`src/rtl/rsbkd_pkg.sv`:
```
// Shared defaults for the descending record sorter.
`timescale 1ns / 1ps

package rsbkd_pkg;

  localparam int unsigned MaxRecordsDef = 64;
  localparam int unsigned KeyBitsDef    = 8;
  localparam int unsigned TagBitsDef    = 16;

endpackage

```
`src/rtl/rsbkd_ram.sv`:
```
// Generic single-write, single-read RAM with registered read data.
`timescale 1ns / 1ps

module rsbkd_ram #(
  parameter int unsigned WIDTH  = 8,
  parameter int unsigned DEPTH  = 64,
  parameter int unsigned ADDR_W = $clog2(DEPTH)
) (
  input  logic              clk_i,
  input  logic              we_i,
  input  logic [ADDR_W-1:0] waddr_i,
  input  logic [WIDTH-1:0]  wdata_i,
  input  logic              re_i,
  input  logic [ADDR_W-1:0] raddr_i,
  output logic [WIDTH-1:0]  rdata_o
);

  logic [WIDTH-1:0] mem_q [DEPTH];
  logic [WIDTH-1:0] rdata_q;

  // Write port
  always_ff @(posedge clk_i) begin
    if (we_i) begin
      mem_q[waddr_i] <= wdata_i;
    end
  end

  // Read port, registered read data
  always_ff @(posedge clk_i) begin
    if (re_i) begin
      rdata_q <= mem_q[raddr_i];
    end
  end

  assign rdata_o = rdata_q;

endmodule

```
`src/rtl/record_sort_by_key_descending.sv`:
```
// Top level: collects a record set, exchange-sorts it by key in RAM, emits it descending.
//
//   channel | direction | payload                              | handshake
//   --------+-----------+--------------------------------------+-------------------------
//   in      | into      | item_key_i, item_tag_i, last_in_i    | in_valid_i / in_stall_o
//   out     | out of    | out_key_o, out_tag_o, out_last_o,    | out_valid_o / out_stall_i
//           |           | dropped_o                            |
//
// Load: accepts one input beat per cycle; records past MAX_RECORDS are discarded and flagged.
// Sort: each pass reads its head record, scans the later records through the single RAM
//   read port and writes the largest back to the head slot.
// Output: each result beat is read from RAM, then captured in the output register, and held there under stall.
// Input is stalled from the closing beat until the last result beat is taken.
// Reset clears control and output registers; the record RAM needs no clearing since only filled
//   entries are read.
`timescale 1ns / 1ps

module record_sort_by_key_descending #(
  parameter int unsigned MAX_RECORDS = rsbkd_pkg::MaxRecordsDef,
  parameter int unsigned KEY_BITS    = rsbkd_pkg::KeyBitsDef,
  parameter int unsigned TAG_BITS    = rsbkd_pkg::TagBitsDef
) (
  input  logic                clk_i,
  input  logic                rst_ni,
  input  logic                in_valid_i,
  output logic                in_stall_o,
  input  logic [KEY_BITS-1:0] item_key_i,
  input  logic [TAG_BITS-1:0] item_tag_i,
  input  logic                last_in_i,
  output logic                out_valid_o,
  input  logic                out_stall_i,
  output logic [KEY_BITS-1:0] out_key_o,
  output logic [TAG_BITS-1:0] out_tag_o,
  output logic                out_last_o,
  output logic                dropped_o
);

  import rsbkd_pkg::*;

  localparam int unsigned AW    = $clog2(MAX_RECORDS);
  localparam int unsigned CNT_W = $clog2(MAX_RECORDS + 1);
  localparam int unsigned REC_W = KEY_BITS + TAG_BITS;
  localparam logic [CNT_W-1:0] CntMax = CNT_W'(MAX_RECORDS);

  typedef enum logic [2:0] {
    S_LOAD,
    S_PASS,
    S_HEAD,
    S_SCAN,
    S_WB,
    S_OUT_RD,
    S_OUT_CAP,
    S_OUT_HOLD
  } state_e;

  state_e              state_q;
  logic [CNT_W-1:0]    fill_q;
  logic                ovf_q;
  logic [AW-1:0]       a_q;
  logic [AW-1:0]       rb_q;
  logic [KEY_BITS-1:0] held_key_q;
  logic [TAG_BITS-1:0] held_tag_q;
  logic                out_valid_q;
  logic [KEY_BITS-1:0] out_key_q;
  logic [TAG_BITS-1:0] out_tag_q;
  logic                out_last_q;
  logic                dropped_q;

  logic                ram_we;
  logic [AW-1:0]       ram_waddr;
  logic [REC_W-1:0]    ram_wdata;
  logic                ram_re;
  logic [AW-1:0]       ram_raddr;
  logic [REC_W-1:0]    ram_rdata;
  logic [KEY_BITS-1:0] rd_key;
  logic [TAG_BITS-1:0] rd_tag;

  logic                in_acc;
  logic                full;
  logic [CNT_W-1:0]    last_idx;
  logic                pass_done;
  logic                swap;
  logic                scan_end;
  logic                out_acc;

  assign in_acc    = in_valid_i && !in_stall_o;
  assign out_acc   = out_valid_q && !out_stall_i;
  assign full      = (fill_q == CntMax);
  assign last_idx  = fill_q - CNT_W'(1);
  assign pass_done = (CNT_W'(a_q) >= last_idx);
  assign rd_key    = ram_rdata[REC_W-1 -: KEY_BITS];
  assign rd_tag    = ram_rdata[TAG_BITS-1:0];
  assign swap      = (held_key_q < rd_key);
  assign scan_end  = (CNT_W'(rb_q) == last_idx);

  assign in_stall_o  = (state_q != S_LOAD);
  assign out_valid_o = out_valid_q;
  assign out_key_o   = out_key_q;
  assign out_tag_o   = out_tag_q;
  assign out_last_o  = out_last_q;
  assign dropped_o   = dropped_q;

  // Steer the RAM ports for load, sort passes and readout
  always_comb begin
    ram_we    = 1'b0;
    ram_waddr = a_q;
    ram_wdata = {held_key_q, held_tag_q};
    ram_re    = 1'b0;
    ram_raddr = a_q;
    case (state_q)
      S_LOAD: begin
        ram_we    = in_acc && !full;
        ram_waddr = fill_q[AW-1:0];
        ram_wdata = {item_key_i, item_tag_i};
      end
      S_PASS: begin
        ram_re = !pass_done;
      end
      S_HEAD: begin
        ram_re    = 1'b1;
        ram_raddr = a_q + AW'(1);
      end
      S_SCAN: begin
        ram_we    = swap;
        ram_waddr = rb_q;
        ram_re    = !scan_end;
        ram_raddr = rb_q + AW'(1);
      end
      S_WB: begin
        ram_we = 1'b1;
      end
      S_OUT_RD: begin
        ram_re = 1'b1;
      end
      S_OUT_HOLD: begin
        ram_re    = out_acc && !out_last_q;
        ram_raddr = a_q + AW'(1);
      end
      default: begin
      end
    endcase
  end

  rsbkd_ram #(
    .WIDTH (REC_W),
    .DEPTH (MAX_RECORDS)
  ) u_rec_ram (
    .clk_i   (clk_i),
    .we_i    (ram_we),
    .waddr_i (ram_waddr),
    .wdata_i (ram_wdata),
    .re_i    (ram_re),
    .raddr_i (ram_raddr),
    .rdata_o (ram_rdata)
  );

  // Sequence load, sort passes and readout; hold registered outputs
  always_ff @(posedge clk_i or negedge rst_ni) begin
    if (!rst_ni) begin
      state_q     <= S_LOAD;
      fill_q      <= '0;
      ovf_q       <= 1'b0;
      a_q         <= '0;
      rb_q        <= '0;
      held_key_q  <= '0;
      held_tag_q  <= '0;
      out_valid_q <= 1'b0;
      out_key_q   <= '0;
      out_tag_q   <= '0;
      out_last_q  <= 1'b0;
      dropped_q   <= 1'b0;
    end else begin
      case (state_q)
        S_LOAD: begin
          if (in_acc) begin
            if (full) begin
              ovf_q <= 1'b1;
            end else begin
              fill_q <= fill_q + CNT_W'(1);
            end
            if (last_in_i) begin
              a_q     <= '0;
              state_q <= S_PASS;
            end
          end
        end
        S_PASS: begin
          if (pass_done) begin
            a_q     <= '0;
            state_q <= S_OUT_RD;
          end else begin
            state_q <= S_HEAD;
          end
        end
        S_HEAD: begin
          // Head record of the pass stays in registers
          held_key_q <= rd_key;
          held_tag_q <= rd_tag;
          rb_q       <= a_q + AW'(1);
          state_q    <= S_SCAN;
        end
        S_SCAN: begin
          // Keep the larger key at the head, drop the smaller back to the scanned slot
          if (swap) begin
            held_key_q <= rd_key;
            held_tag_q <= rd_tag;
          end
          if (scan_end) begin
            state_q <= S_WB;
          end else begin
            rb_q <= rb_q + AW'(1);
          end
        end
        S_WB: begin
          a_q     <= a_q + AW'(1);
          state_q <= S_PASS;
        end
        S_OUT_RD: begin
          state_q <= S_OUT_CAP;
        end
        S_OUT_CAP: begin
          out_valid_q <= 1'b1;
          out_key_q   <= rd_key;
          out_tag_q   <= rd_tag;
          out_last_q  <= (CNT_W'(a_q) == last_idx);
          dropped_q   <= ovf_q;
          state_q     <= S_OUT_HOLD;
        end
        S_OUT_HOLD: begin
          if (out_acc) begin
            out_valid_q <= 1'b0;
            if (out_last_q) begin
              fill_q  <= '0;
              ovf_q   <= 1'b0;
              a_q     <= '0;
              state_q <= S_LOAD;
            end else begin
              a_q     <= a_q + AW'(1);
              state_q <= S_OUT_CAP;
            end
          end
        end
        default: begin
          state_q <= S_LOAD;
        end
      endcase
    end
  end

  // Fill count never passes capacity
  a_fill_bound: assert property (@(posedge clk_i) disable iff (!rst_ni)
    fill_q <= CntMax)
    else $error("fill count beyond capacity");

  // A result beat always comes from a non-empty set
  a_out_nonempty: assert property (@(posedge clk_i) disable iff (!rst_ni)
    out_valid_q |-> (fill_q != '0))
    else $error("result beat with empty set");

  // A swap during a scan strictly raises the held key
  a_swap_raises: assert property (@(posedge clk_i) disable iff (!rst_ni)
    (state_q == S_SCAN && swap) |=> (held_key_q > $past(held_key_q)))
    else $error("swap did not raise held key");

  // Taking the final beat reopens loading with an empty set
  a_last_reopens: assert property (@(posedge clk_i) disable iff (!rst_ni)
    (out_acc && out_last_q) |=> (state_q == S_LOAD && fill_q == '0 && !ovf_q))
    else $error("set not closed after final beat");

endmodule
```
`config.mk`:
```
export PLATFORM = sky130hd
export DESIGN_NAME = record_sort_by_key_descending
export DESIGN_NICKNAME = d
export VERILOG_FILES = /design/src/rtl/rsbkd_pkg.sv /design/src/rtl/rsbkd_ram.sv /design/src/rtl/record_sort_by_key_descending.sv
export SDC_FILE = /design/constraint.sdc
export NUM_CORES = 2
export LEC_CHECK = 0
export ABC_AREA = 0
export CAP_MARGIN = 20
export CELL_PAD_IN_SITES_DETAIL_PLACEMENT = 0
export CELL_PAD_IN_SITES_GLOBAL_PLACEMENT = 1
export CORE_UTILIZATION = 49
export DETAILED_ROUTE_END_ITERATION = 16
export DONT_BUFFER_PORTS = 1
export PLACE_DENSITY_LB_ADDON = 0.1
export SYNTH_ARGS = -nofsm -noshare
export SYNTH_HDL_FRONTEND = slang
export SYNTH_SLANG_ARGS = --single-unit
```
`constraint.sdc`:
```
create_clock -name clk_i -period 4.6 [get_ports clk_i]
set_input_delay 0.92 -clock clk_i [delete_from_list [all_inputs] [get_ports clk_i]]
set_output_delay 0.92 -clock clk_i [all_outputs]
set_load 0.05 [all_outputs]
```
==> run summary <==
Top layer in use - met4
R2R Path End - u_rec_ram.rdata_o[11]$_DFFE_PP_
CTS Sinks - 1634
Initial antenna violation count - 7
Routability congestion estimate - 0.837
CP endpoint kind - register
Final Hold Fails - 0
Setup violators final - 0
FF+latch area - 48700 um2
Port Buffers - 0
Largest net degree at the start of global routing - 101
Full die area - 135000 um2
Initial Util - 49.5%
Vias in the first global route - 36496
Post-synth ARST share - 4.53%
Wirelength per Cell - 29.8 um
Worst path arrival time - 4660 ps
Via count - 37366
Final cell count without fillers - 6112
Wire length on met1 - 74300 um
Post-Route WL - 182000 um
Residual DRC - 0
Post-synth EDFFs - 1560
Post-CTS sizing - 0
Simple-Gate Fraction of Synth Area - 8.93%
Bufs and invs on worst path - 3
Met3 WL - 11100 um
Grt ovf - 0
Drt initial violations - 4062
Inserted Clock Buffers - 167
Rel. slew slack - 24.0%
Ports - 57
Footprint of the multi-input gates - 15600 um2
Worst path required time - 5090 ps
Die X - 367 um
Worst reg2reg setup slack - 430 ps
Met2 routed WL - 90000 um
Filler instances - 10337
CTS Buffer Depth - 3
Hold WC Path Type - input pin to asynchronous set/reset pin
Delay-heaviest family, CP - multiplexers
Layout area overhead - 14.0%
Die Height - 367 um
Critical Path, Cell by Cell - inv_2 -> mux4_2 -> nand2_8 -> buf_12 -> buf_4 -> mux4_2 -> o22ai_1 -> or4_1 -> a221oi_2
Post-route clock period utilization - 90.7%
Cell area after synthesis - 65200 um2
Final count of pins violating max slew - 0
Worst reg-to-reg path cell count - 9
Mux contribution to synthesized area - 8.09%
Post-synth net total - 4119
N_diodes - 0
Hpwl dp - 108000 um
Insertion delay to the later sink of the worst-skew pair - 790 ps
CTS tree - yes
Post-CTS setup buffers - 0
Root Buffer - clkbuf_16
Final net count - 4277
CP most frequent cell - mux4_2
Mapped Cells - 4072
Row Count - 133
Crit path launch type - register
Inst Count DP - 5813
First-pass GRT wire length - 263000 um
Reg2reg start - state_q[2]$_DFFE_PN0P_
Slowest CP cell - dfrtp_1
Mean post-synth cell area - 16.0 um2
Status - complete, no violations
DRT Pass-1 Iters - 8
Antenna-violating nets left - 0
Tmin final - 4170 ps
Sequential element share of the synthesized area - 74.6%
Clk_skew - 22.5 ps
Max stage delay on crit path - 810 ps
Clock-pin slew on the worst setup and hold paths - 60 ps
Yosys reg bits - 1634
RSZ-0062 raised after global routing - no
Number of max-cap violations - 0
Largest family of logic cells by synthesized area - simple AND/OR/NAND/NOR gates
Crit Path Max Fanout - 24
Post-Synth Adder-Cell Area - 0.345%
Library cells used by synthesis - 75
GRT Total Usage - 27.2%
Core area - 132000 um2
Post-DR vias/cell - 6.11
WS Path Type - register to register
H-tree depth - 4
Xor-xnor portion of the synthesized cell area - 0.242%
Synth warn - 0
Max Fclk - 240 MHz
Worst slew pin tran - 1140 ps
Most common flop cell mapped by yosys - edfxtp_1
Compound-Gate Fraction of Synth Area - 5.52%
Layout cell share with drive strength beyond 1 - 18.9%
[through the flow]
stage                     utilization, %  instance area (um2)  worst slack [ps]  setup TNS (ps)  hold slack [ps]
after floorplan                        -                65200              -496         -148740              477
after global placement              52.3                69000               210               0              491
after detailed placement            52.4                69000               388               0              498
after CTS                           56.4                74400               389               0             17.8
after global routing                56.5                74400               274               0             53.7
final                               56.5                74400               428               0             51.1
[routing by layer]
layer | up-vias | track usage, %
met1 | 19451 | 37.0
li1 | 16281 | -
met3 | 277 | 3.73
met5 | - | 0
met2 | 1357 | 44.7
met4 | 0 | 10.1
[synth_stat cells (all sizes together) (8+ instances only)]
library cell	number	area share [%]
a211oi	10	0.12
a21o	8	0.092
a21oi	72	0.55
a221oi	51	0.89
a311o	17	0.26
a311oi	24	0.32
a31oi	81	0.78
and2	12	0.12
and3	61	0.58
buf	111	1.2
clkbuf	154	0.89
dfrtp	74	2.8
edfxtp	1560	72
ha	18	0.35
inv	18	0.10
mux2	19	0.33
mux2i	99	1.5
mux4	181	6.2
nand2	793	4.6
nand2b	12	0.12
nand3	196	1.5
nand4	35	0.34
nor2	55	0.34
nor3	60	0.46
nor4	43	0.41
o211ai	26	0.30
o21ai	65	0.50
o221ai	22	0.30
o22ai	93	0.89
or4	23	0.26
xnor2	11	0.15
[placed cells by master (no fill, tap or decap), types with 28 or more instances in the layout]
cell type	Yosys	final
nand4_1	35	35
nor2_1	54	48
nor3_2	0	53
clkbuf_1	153	37
nand2_1	792	767
clkbuf_16	0	171
buf_4	15	206
mux2i_1	99	99
a21oi_1	72	71
mux4_2	181	181
dfrtp_1	74	74
and3_1	61	61
clkinv_1	1	31
nor4_1	43	28
edfxtp_1	1560	1560
o21ai_0	62	62
a31oi_1	81	80
o22ai_1	93	93
nand3_1	196	196
a221oi_1	30	29
buf_12	6	44
[what timing repair did]
action,in CTS,in global routing
hold endpoints to repair,74,0
endpoints found under the setup margin,0,0
hold buffers,1,0
[registers in the layout, indices dropped and copies added (netlist names)]
signal             count
out_valid_o            1
ovf_q                  1
out_tag_o             16
rb_q                   6
state_q                3
dropped_o              1
out_last_o             1
held_tag_q            16
held_key_q             8
u_rec_ram.mem_q     1536
u_rec_ram.rdata_o     24
out_key_o              8
fill_q                 7
a_q                    6
[cells by family after synthesis]
kind of cell / after synthesis
buf+inv: 284
xor+xnor: 18
fa+ha+maj: 18
flops: 1634
mux: 299
simple gates: 1311
compound gates: 508
[how the worst max path moves through the flow]
stage	start	endpoint	slack (ps)	depth (start not counted)
finish	state_q[2]$_DFFE_PN0P_	u_rec_ram.rdata_o[11]$_DFFE_PP_	430	9
global route	state_q[2]$_DFFE_PN0P_	u_rec_ram.rdata_o[20]$_DFFE_PP_	270	10
CTS	state_q[2]$_DFFE_PN0P_	u_rec_ram.rdata_o[10]$_DFFE_PP_	390	8
detailed placement	state_q[2]$_DFFE_PN0P_	u_rec_ram.rdata_o[10]$_DFFE_PP_	390	8
global placement	state_q[1]$_DFFE_PN0P_	u_rec_ram.rdata_o[0]$_DFFE_PP_	210	11
floorplan	state_q[1]$_DFFE_PN0P_	u_rec_ram.mem_q[44][0]$_DFFE_PP_	-500	11
[cell type report]
class / instances / area share [%]
clock buffer: 210 / 5.97
clock inverter: 86 / 1.18
inverter: 19 / 0.0958
multi-input combinational: 2154 / 21.0
sequential: 1634 / 65.4
tap: 1755 / 2.95
timing repair buffer: 254 / 3.35
Power is left out: the tool's default activity adds up to more than one toggle a clock period on the data nets, which glitch-free logic cannot reach.
